`config.mk`:
```
export PLATFORM = sky130hd
export DESIGN_NAME = base64_stream_decoder
export DESIGN_NICKNAME = d
export VERILOG_FILES = /design/src/rtl/b64d_pkg.sv /design/src/rtl/b64d_front.sv /design/src/rtl/b64d_queue.sv /design/src/rtl/b64d_back.sv /design/src/rtl/base64_stream_decoder.sv
export SDC_FILE = /design/constraint.sdc
export NUM_CORES = 1
export LEC_CHECK = 0
export BUFFER_PORTS_ARGS = -buffer_cell sky130_fd_sc_hd__buf_2
export CAP_MARGIN = 40
export CORE_MARGIN = 5
export CORE_UTILIZATION = 50
export CTS_BUF_LIST = sky130_fd_sc_hd__clkbuf_16
export DETAILED_ROUTE_END_ITERATION = 7
export PLACE_DENSITY = 0.72
export SLEW_MARGIN = 5
export SYNTH_ARGS = -nofsm -noshare
export SYNTH_HDL_FRONTEND = slang
export SYNTH_SLANG_ARGS = --single-unit
```
`constraint.sdc`:
```
create_clock -name clk -period 3.7 [get_ports clk]
set_input_delay 0.37 -clock clk [delete_from_list [all_inputs] [get_ports clk]]
set_output_delay 0.37 -clock clk [all_outputs]
set_load 0.005 [all_outputs]
```
`src/rtl/b64d_pkg.sv`:
```
// Shared types and character decode for the base64 stream decoder.
package b64d_pkg;

  localparam int unsigned CharW  = 8;
  localparam int unsigned SextW  = 6;
  localparam int unsigned HoldW  = 3 * SextW;
  localparam int unsigned GroupW = 4 * SextW;

  localparam logic [7:0] ChrPlus  = 8'h2B;
  localparam logic [7:0] ChrSlash = 8'h2F;
  localparam logic [5:0] SextPlus  = 6'd62;
  localparam logic [5:0] SextSlash = 6'd63;

  // One queue entry: the results that one input character causes.
  typedef struct packed {
    logic [GroupW-1:0] bytes;     // byte 0 in the top bits
    logic [1:0]        last_idx;  // index of the final result, 0..2
    logic              has_bytes; // 0: single result without a byte
    logic              eot;       // message ends with this entry
    logic              stop;      // decoding was halted in this message
  } grp_rec_t;

  typedef struct packed {
    logic       ok;
    logic [5:0] value;
  } sextet_t;

  function automatic sextet_t sextet_of(input logic [CharW-1:0] ch);
    sextet_t     r;
    logic [7:0]  d;
    r = '{ok: 1'b1, value: '0};
    d = '0;
    if (ch inside {[8'h41:8'h5A]}) begin
      d = ch - 8'h41;
      r.value = d[5:0];
    end else if (ch inside {[8'h61:8'h7A]}) begin
      d = ch - 8'h47;
      r.value = d[5:0];
    end else if (ch inside {[8'h30:8'h39]}) begin
      d = ch + 8'h04;
      r.value = d[5:0];
    end else if (ch == ChrPlus) begin
      r.value = SextPlus;
    end else if (ch == ChrSlash) begin
      r.value = SextSlash;
    end else begin
      r.ok = 1'b0;
    end
    return r;
  endfunction

endpackage

```
`src/rtl/b64d_front.sv`:
```
// Front end: classify each character, pack sextets, emit group records.
module b64d_front (
  input  logic                    clk,
  input  logic                    rst_n,
  input  logic                    accept,
  input  logic [7:0]              char_code,
  input  logic                    end_of_text,
  output logic                    rec_push,
  output b64d_pkg::grp_rec_t      rec
);

  logic [b64d_pkg::HoldW-1:0] hold_r, hold_nxt;
  logic [1:0]                 count_r, count_nxt;
  logic                       halted_r, halted_nxt;

  b64d_pkg::sextet_t          sx;
  logic [b64d_pkg::HoldW-1:0] hold_upd;
  logic [1:0]                 count_upd;
  logic                       halted_upd;
  logic                       group_done;

  assign sx = b64d_pkg::sextet_of(char_code);

  always_comb begin
    hold_upd   = hold_r;
    count_upd  = count_r;
    halted_upd = halted_r;
    group_done = 1'b0;
    if (!halted_r) begin
      if (!sx.ok) begin
        halted_upd = 1'b1;
      end else if (count_r == 2'd3) begin
        group_done = 1'b1;
        hold_upd   = '0;
        count_upd  = '0;
      end else begin
        hold_upd  = {hold_r[b64d_pkg::HoldW-b64d_pkg::SextW-1:0], sx.value};
        count_upd = count_r + 2'd1;
      end
    end
  end

  always_comb begin
    rec           = '0;
    rec.eot       = end_of_text;
    rec.stop      = end_of_text & halted_upd;
    rec.has_bytes = 1'b1;
    rec_push      = 1'b0;
    if (group_done) begin
      rec.bytes    = {hold_r, sx.value};
      rec.last_idx = 2'd2;
      rec_push     = accept;
    end else if (end_of_text) begin
      rec_push = accept;
      case (count_upd)
        2'd2: begin
          rec.bytes    = {hold_upd[11:4], 16'h0000};
          rec.last_idx = 2'd0;
        end
        2'd3: begin
          rec.bytes    = {hold_upd[17:2], 8'h00};
          rec.last_idx = 2'd1;
        end
        default: begin
          rec.has_bytes = 1'b0;
          rec.last_idx  = 2'd0;
        end
      endcase
    end
  end

  // Clear everything after the last character of a message.
  always_comb begin
    hold_nxt   = hold_r;
    count_nxt  = count_r;
    halted_nxt = halted_r;
    if (accept) begin
      if (end_of_text) begin
        hold_nxt   = '0;
        count_nxt  = '0;
        halted_nxt = 1'b0;
      end else begin
        hold_nxt   = hold_upd;
        count_nxt  = count_upd;
        halted_nxt = halted_upd;
      end
    end
  end

  always_ff @(posedge clk) begin
    if (!rst_n) begin
      hold_r   <= '0;
      count_r  <= '0;
      halted_r <= 1'b0;
    end else begin
      hold_r   <= hold_nxt;
      count_r  <= count_nxt;
      halted_r <= halted_nxt;
    end
  end

endmodule

```
`src/rtl/b64d_queue.sv`:
```
// Short record queue between the front end and the result sequencer.
module b64d_queue #(
  parameter int unsigned DEPTH = 4
) (
  input  logic               clk,
  input  logic               rst_n,
  input  logic               wr_en,
  input  b64d_pkg::grp_rec_t wr_rec,
  output logic               full,
  input  logic               rd_en,
  output b64d_pkg::grp_rec_t rd_rec,
  output logic               empty
);

  localparam int unsigned PtrW = (DEPTH > 1) ? $clog2(DEPTH) : 1;
  localparam int unsigned CntW = $clog2(DEPTH + 1);
  localparam logic [PtrW-1:0] LastPtr = PtrW'(DEPTH - 1);

  b64d_pkg::grp_rec_t slot_r [DEPTH];
  logic [PtrW-1:0] wptr_r, wptr_nxt;
  logic [PtrW-1:0] rptr_r, rptr_nxt;
  logic [CntW-1:0] cnt_r, cnt_nxt;
  logic            do_wr, do_rd;

  assign full   = (cnt_r == CntW'(DEPTH));
  assign empty  = (cnt_r == '0);
  assign do_wr  = wr_en & ~full;
  assign do_rd  = rd_en & ~empty;
  assign rd_rec = slot_r[rptr_r];

  always_comb begin
    wptr_nxt = wptr_r;
    rptr_nxt = rptr_r;
    cnt_nxt  = cnt_r;
    if (do_wr) wptr_nxt = (wptr_r == LastPtr) ? '0 : wptr_r + 1'b1;
    if (do_rd) rptr_nxt = (rptr_r == LastPtr) ? '0 : rptr_r + 1'b1;
    if (do_wr && !do_rd) cnt_nxt = cnt_r + 1'b1;
    else if (!do_wr && do_rd) cnt_nxt = cnt_r - 1'b1;
  end

  always_ff @(posedge clk) begin
    if (!rst_n) begin
      wptr_r <= '0;
      rptr_r <= '0;
      cnt_r  <= '0;
    end else begin
      wptr_r <= wptr_nxt;
      rptr_r <= rptr_nxt;
      cnt_r  <= cnt_nxt;
    end
  end

  always_ff @(posedge clk) begin
    if (do_wr) slot_r[wptr_r] <= wr_rec;
  end

endmodule

```
`src/rtl/b64d_back.sv`:
```
// Result sequencer: unpack group records into single-byte results.
module b64d_back (
  input  logic               clk,
  input  logic               rst_n,
  input  b64d_pkg::grp_rec_t rec,
  input  logic               rec_empty,
  output logic               rec_pop,
  input  logic               pop,
  output logic               empty,
  output logic [7:0]         data_byte,
  output logic               byte_valid,
  output logic               end_of_data,
  output logic               stopped_early
);

  logic       out_vld_r, out_vld_nxt;
  logic [1:0] idx_r, idx_nxt;
  logic [7:0] byte_r;
  logic       bval_r, end_r, stop_r;
  logic       load;
  logic       rec_last;
  logic [7:0] sel_byte;

  assign load     = ~rec_empty & (~out_vld_r | pop);
  assign rec_last = (idx_r == rec.last_idx);
  assign rec_pop  = load & rec_last;

  always_comb begin
    case (idx_r)
      2'd0:    sel_byte = rec.bytes[23:16];
      2'd1:    sel_byte = rec.bytes[15:8];
      default: sel_byte = rec.bytes[7:0];
    endcase
    if (!rec.has_bytes) sel_byte = '0;
  end

  always_comb begin
    out_vld_nxt = out_vld_r;
    idx_nxt     = idx_r;
    if (load) begin
      out_vld_nxt = 1'b1;
      idx_nxt     = rec_last ? 2'd0 : idx_r + 2'd1;
    end else if (pop) begin
      out_vld_nxt = 1'b0;
    end
  end

  always_ff @(posedge clk) begin
    if (!rst_n) begin
      out_vld_r <= 1'b0;
      idx_r     <= '0;
    end else begin
      out_vld_r <= out_vld_nxt;
      idx_r     <= idx_nxt;
    end
  end

  always_ff @(posedge clk) begin
    if (load) begin
      byte_r <= sel_byte;
      bval_r <= rec.has_bytes;
      end_r  <= rec_last & rec.eot;
      stop_r <= rec_last & rec.stop;
    end
  end

  assign empty         = ~out_vld_r;
  assign data_byte     = byte_r;
  assign byte_valid    = bval_r;
  assign end_of_data   = end_r;
  assign stopped_early = stop_r;

endmodule

```
`src/rtl/base64_stream_decoder.sv`:
```
// Top level of the base64 stream decoder.
//
//  channel  | handshake                 | payload
//  ---------+---------------------------+----------------------------------------------
//  input    | push / full               | in_char_code[7:0], in_end_of_text
//  result   | empty / pop               | out_data_byte[7:0], out_byte_valid,
//           |                           | out_end_of_data, out_stopped_early
//
// One character is taken per cycle while the record queue has room; each
// character yields 0 to 3 results, and results leave at one per cycle while
// pop is held. A result reaches the out_ ports through the queue: the record
// enters the queue when its character is accepted and moves into the output
// register once that register is empty or being popped. Reset (rst_n low,
// synchronous) clears the sextet packer, the queue and the output valid flag;
// the output data register is not reset. A stall on pop fills the queue,
// which then raises full; input stalls never block results.
module base64_stream_decoder #(
  parameter int unsigned QUEUE_DEPTH = 4  // group records in flight, 1 or more
) (
  input  logic       clk,
  input  logic       rst_n,
  input  logic       push,
  output logic       full,
  input  logic [7:0] in_char_code,
  input  logic       in_end_of_text,
  output logic       empty,
  input  logic       pop,
  output logic [7:0] out_data_byte,
  output logic       out_byte_valid,
  output logic       out_end_of_data,
  output logic       out_stopped_early
);

  b64d_pkg::grp_rec_t wr_rec, rd_rec;
  logic               accept;
  logic               rec_push;
  logic               rec_pop;
  logic               q_empty;

  // Take a character whenever the queue can hold whatever it produces.
  assign accept = push & ~full;

  // Front end: decode the character, pack sextets, flush on end of text.
  b64d_front u_front (
    .clk         (clk),
    .rst_n       (rst_n),
    .accept      (accept),
    .char_code   (in_char_code),
    .end_of_text (in_end_of_text),
    .rec_push    (rec_push),
    .rec         (wr_rec)
  );

  // Decouple the two sides: hold records until the sequencer drains them.
  b64d_queue #(
    .DEPTH (QUEUE_DEPTH)
  ) u_queue (
    .clk    (clk),
    .rst_n  (rst_n),
    .wr_en  (rec_push),
    .wr_rec (wr_rec),
    .full   (full),
    .rd_en  (rec_pop),
    .rd_rec (rd_rec),
    .empty  (q_empty)
  );

  // Back end: advance through each record one result per transfer.
  b64d_back u_back (
    .clk           (clk),
    .rst_n         (rst_n),
    .rec           (rd_rec),
    .rec_empty     (q_empty),
    .rec_pop       (rec_pop),
    .pop           (pop),
    .empty         (empty),
    .data_byte     (out_data_byte),
    .byte_valid    (out_byte_valid),
    .end_of_data   (out_end_of_data),
    .stopped_early (out_stopped_early)
  );

endmodule
```
Yosys cells after proc, flatten, opt, wreduce, memory -nomap -nowiden
Memories as Yosys holds them, arrays and structs flattened. A register that Yosys moved wholly into a read port is not among the register bits.
Cells that the tools add are included.
- memories kept: 1
- bits in writable memories: 116
- register bits after elaboration: 42
- output and inout bits: 13
- input port bits: 13
- memory list (name ; depth ; bits a word ; read ports ; clocked after Yosys merged registers in ; wr ports ; line ; RTL):
    u_queue.slot_r ; 4 ; 29 ; 1 ; 1 ; 1 ; b64d_queue.sv:19 ; b64d_pkg::grp_rec_t slot_r [DEPTH];
- magnitude comparators: 6
- mux-type cells: 44
- reductions and logical operators: 14
- equality and inequality tests: 11
- bitwise logic cells: 12
- add/subtract/negate cells: 9
- operators by type and width (operator ; count):
    $mux 18 ; 4
    $pmux 24 s2 ; 1
    $mux 6 ; 5
    $mux 27 ; 1
    $mux 26 ; 1
    $mux 1 ; 20
    $mux 2 ; 9
    $eq 8x6->1 const B ; 2
    $ge 8x7->1 const B ; 2
    $le 8x7->1 const B ; 2
    $pmux 8 s2 ; 1
    $eq 2x2->1 const B ; 5
    $add 2x1->2 const B ; 4
    $and 1x1->1 ; 8
    $ge 8x6->1 const B ; 1
    $le 8x6->1 const B ; 1
    $add 6x3->6 const B ; 1
    $mux 3 ; 2
    $reduce_bool 2->1 ; 3
    $sub 6x1->6 const B ; 1
    $sub 6x3->6 const B ; 1
    $logic_and 1x1->1 ; 5
    $add 3x1->3 const B ; 1
    $eq 3x3->1 const B ; 1
    other kinds (11) ; 14

Logic depth before layout (Yosys ltp)
- depth in word-level cells: 14
- mapped depth: 16

Modules after synthesis
From an unflattened synthesis, not the netlist that was laid out.
- cell total of the unflattened synthesis: 534
- area, all modules: 7528.5 um^2
- modules (own cells, without submodules) (module ; instances ; area each (um^2) ; cells an instance):
    b64d_queue ; 1 ; 4673.2 ; 202
    b64d_front ; 1 ; 2117.0 ; 268
    b64d_back ; 1 ; 724.4 ; 63
    base64_stream_decoder ; 1 ; 13.8 ; 1

Worst setup path before layout
No wires, ideal clock.
- kind: in2reg
- from: input in_char_code[2]
- to: register u_queue.cnt_r[2]
- path buffers: 0
- setup time: 0.076 ns
- cell stages on the path: 16
- setup slack: 0.410 ns
- arrival: 3.214 ns
- cell sequence: inv_1 ha_1 a21o_1 a311oi_2 nand2_2 a31oi_4 nand2_2 inv_2 o21ai_2 inv_2 ha_1 inv_1 fa_1 xor2_1 or3_1 a21boi_0
- word-level cells in the longest chain between the ends: 13
- elaborated cells between the ends (all ways): 25
- classes of those cells: 6 x order compare; 2 x eq/ne; 9 x mux; 1 x bitwise; 7 x reduce/logical
- RTL lines (element ; line ; RTL):
    start: declaration ; base64_stream_decoder.sv:24 ; input logic [7:0] in_char_code,
    branches (longest 5 deep; another with $ge 8x6->1) ; - ;
    $mux 1 (*) ; b64d_pkg.sv:33 ; if (ch inside {[8'h41:8'h5A]}) begin
    $mux 1 (*) ; b64d_front.sv:30 ; if (!sx.ok) begin
    $mux 1 (*) ; b64d_front.sv:29 ; if (!halted_r) begin
    net u_front.group_done ; b64d_front.sv:20 ; logic group_done;
    $mux 1 (*) ; b64d_front.sv:49 ; if (group_done) begin
    $and 1x1->1 (*) ; b64d_queue.sv:27 ; assign do_wr = wr_en & ~full;
    net u_queue.do_wr ; b64d_queue.sv:23 ; logic do_wr, do_rd;
    $logic_not 1->1 ; b64d_queue.sv:38 ; else if (!do_wr && do_rd) cnt_nxt = cnt_r - 1'b1;
    $logic_and 1x1->1 ; b64d_queue.sv:38 ;
    $reduce_bool 2->1 (no line) ; - ;
    end signal: assignment ; b64d_queue.sv:49 ; cnt_r <= cnt_nxt;
    end: declaration ; b64d_queue.sv:22 ; logic [CntW-1:0] cnt_r, cnt_nxt;
Mark *: on every way through the listed nets, which the timed path passes.
A chain may end at the register's enable or synchronous reset.

Worst setup path after layout
Ends and elaborated chain as after synthesis.

==> results.json <==
{
  "outcome": "complete, no violations",
  "synth_seq_area_share_pct": 61.6,
  "grt_use_total_pct": 18.7,
  "yosysMostFrequentCell": "edfxtp_1",
  "rsz0062_at_grt": "false",
  "design_area_sq_um": 8170,
  "ant_nets": 0,
  "dr.pass1.iters": 6,
  "r2r_start": "u_front.count_r[0]",
  "worst_pin_slew_ps": 763,
  "hold_viol": 0,
  "cts-root-buf": "clkbuf_16",
  "place_area_sq_um": 7590,
  "fin_skew_ps": 6.26,
  "port_buffers": 25,
  "path_depth": 17,
  "vias_per_cell": 5.88,
  "wl_per_cell_microns": 20.2,
  "tns_ps": 0,
  "post-route-min-period_ps": 3090,
  "rr_endpoint": "u_queue.cnt_r[2]",
  "synth_common_cells": "127 x edfxtp_1, 43 x nand2_1, 33 x dfxtp_1, 28 x mux4_2, 26 x nor2b_1",
  "cp_slowest_stage_delay_ps": 380,
  "fin_hold_ws_ps": 258,
  "crit_chain": "buf_2 > inv_1 > ha_1 > a21o_1 > a311oi_2 > nand2_2 > a31oi_4 > nand2_2 > inv_2 > o21ai_2 > inv_2 > ha_1 > inv_1 > fa_1 > xor2_1 > or3_1 > a21boi_0",
  "critPathKind": "in -> reg",
  "drive_gt1_share_pct": 21.0,
  "hp-class": "in -> reg",
  "die_area_sq_um": 17000,
  "hold_start": "pop",
  "post_cts_buffers": 0,
  "die_y_microns": 131,
  "avgSynthCellArea_sq_um": 14.2,
  "cts.path.max_buffers": 2,
  "vias": 4360,
  "cts_tree": "done",
  "grt_max_degree": 35,
  "grt_pass1_vias": 4484,
  "fp-row-count": 44,
  "synth_seq_cells": 160,
  "hold_depth": 4,
  "cp.arrival_ps": 3440,
  "coreArea_sq_um": 14400,
  "netlist_top_cells_area": "edfxtp_1 52%, dfxtp_1 9.1%, mux4_2 8.7%",
  "maxSlewViolCount": 0,
  "nets": 576,
  "synth_top_area_share_pct": 52.5,
  "cts-buffers-inserted": 17,
  "end_kind": "register",
  "hpwl_microns": 9760,
  "cts.clk_slew.worst_paths_ps": 60,
  "synth_top_cell_by_area": "edfxtp_1",
  "r2r_cells": 11,
  "crit_family": "compound AO/OA/AOI/OAI gates",
  "antenna_cells": 0,
  "ys_warn_count": 0,
  "setup.worst_path.end": "u_queue.cnt_r[2]",
  "drv_cap": 0,
  "setup_viol": 0,
  "dr.first_iter.drc_count": 413,
  "start_util_pct": 50.6,
  "ir_worst_vdd_mv": 0.382,
  "clock_latency_ps": 420,
  "fin_crit_sh_pct": 83.6,
  "ys.flop_type": "edfxtp_1",
  "r2r_slack_ps": 800,
  "clock-sinks": 160,
  "grt_pass1_wl_microns": 23800,
  "nFillCells": 1113,
  "die_x_microns": 131,
  "antenna_found_initial": 0,
  "drcViolationCount": 0,
  "slowest_stage": "fa_1",
  "synth_cell_types": 69,
  "slew_headroom_pct": 48.8,
  "gp_congestion": 0.861,
  "hold_buffers": 0,
  "routed_wirelength_microns": 15000,
  "fmax_ghz": 0.323,
  "synth_nets": 542,
  "syn-cell-area_sq_um": 7270,
  "post_cts_resized": 0,
  "power_density_nw_per_um2": 594,
  "htree_levels": 4,
  "crit_path_start_kind": "primary input",
  "async_flop_share_pct": 0,
  "cp.required_ps": 4050,
  "syn_inst": 510,
  "p_leak_nw": 2.82,
  "syn2layout_area_growth_pct": 12.5,
  "path_max_fanout": 8,
  "grt_remaining_overflow": 0,
  "crit_buf_inv": 5,
  "synth-edff-count": 127,
  "io-pin-count": 26,
  "crit_start": "in_char_code[2]"
}
state kept, by name, indices dropped and copies added, names as in the netlist, named ones only:
signal and cells:
u_back.idx_r 2, u_queue.rptr_r 2, u_queue.cnt_r 3, u_back.stopped_early 1, u_front.count_r 2, u_back.byte_valid 1
u_queue.slot_r 116, u_queue.wptr_r 2, u_back.out_vld_r 1, u_front.halted_r 1, u_back.end_of_data 1, u_front.hold_r 18
u_back.data_byte 8
area by class of cell:
class | count | area (sq um) | share of cell area [%]
well taps | 184 | 230 | 2.82
clock inverters | 13 | 104 | 1.27
clock buffers | 19 | 475 | 5.82
multi-input cells | 309 | 2600 | 31.8
inverters | 19 | 71.3 | 0.873
repair buffers | 37 | 215 | 2.63
flip-flops and latches | 160 | 4480 | 54.8
layer usage:
layer | up-vias | share of wire (%) | wire length, microns | track usage [%]
met2 | 94 | 51 | 7600 | 31.6
met5 | - | 0 | 0 | 0
met3 | 22 | 3.7 | 557 | 4.43
met4 | 0 | 1.8 | 275 | 5.63
li1 | 2044 | - | - | -
met1 | 2200 | 44 | 6530 | 24.3
report_power, final:
part	total (mW)	switching, mW	internal [mW]
sequential	2.20	0.0683	2.13
clock	1.68	0.680	1.00
combinational	0.975	0.557	0.417
logic make-up after synthesis:
group           count (synthesis)  share of synthesized area, %
flops                         160                          61.6
mux                            35                          9.66
xor+xnor                        8                         0.964
compound gates                107                          11.3
buf+inv                        41                          2.62
fa+ha+maj                      19                          3.38
simple gates                  140                          10.5
layout by cell type (no fill, tap or decap), drive strengths merged, types with 14 or more instances in the layout:
master    n
nand3    14
dfxtp    33
nand2    46
mux4     28
buf      37
ha       18
o21ai    18
nor2b    26
inv      24
nor2     19
edfxtp  127
a21oi    17
clkbuf   19
a22oi    23
through the flow:
step                      utilization [%]  setup WS [ps]  total power [mW]  std cells
final                                56.9            606              4.85        741
after global routing                 56.9            426              5.08        741
after CTS                            56.9            629              4.90        741
after detailed placement             52.8            197              3.22        709
after global placement               52.8            293              3.18        709
after floorplan                         -            410              2.91        510
how the worst min path moves through the flow:
| stage | endpoint | slack (ps) |
|---|---|---|
| global placement | u_back.out_vld_r | 470 |
| finish | u_back.out_vld_r | 260 |
| floorplan | u_front.hold_r[0] | 440 |
| global route | u_back.out_vld_r | 270 |
| detailed placement | u_front.hold_r[3] | 490 |
| CTS | u_back.out_vld_r | 240 |
worst reg2reg max path, delay by kind of cell (launching register included):
kind | cells | cell delay [ps]
AND/OR/NAND/NOR | 2 | 410
AO/OA/AOI/OAI | 2 | 240
buffers and inverters | 3 | 260
adder cells (fa/ha/maj) | 3 | 1160
XOR/XNOR | 1 | 160
flip-flops | 1 | 600
Note: power is estimated with default switching activity, not from simulation.
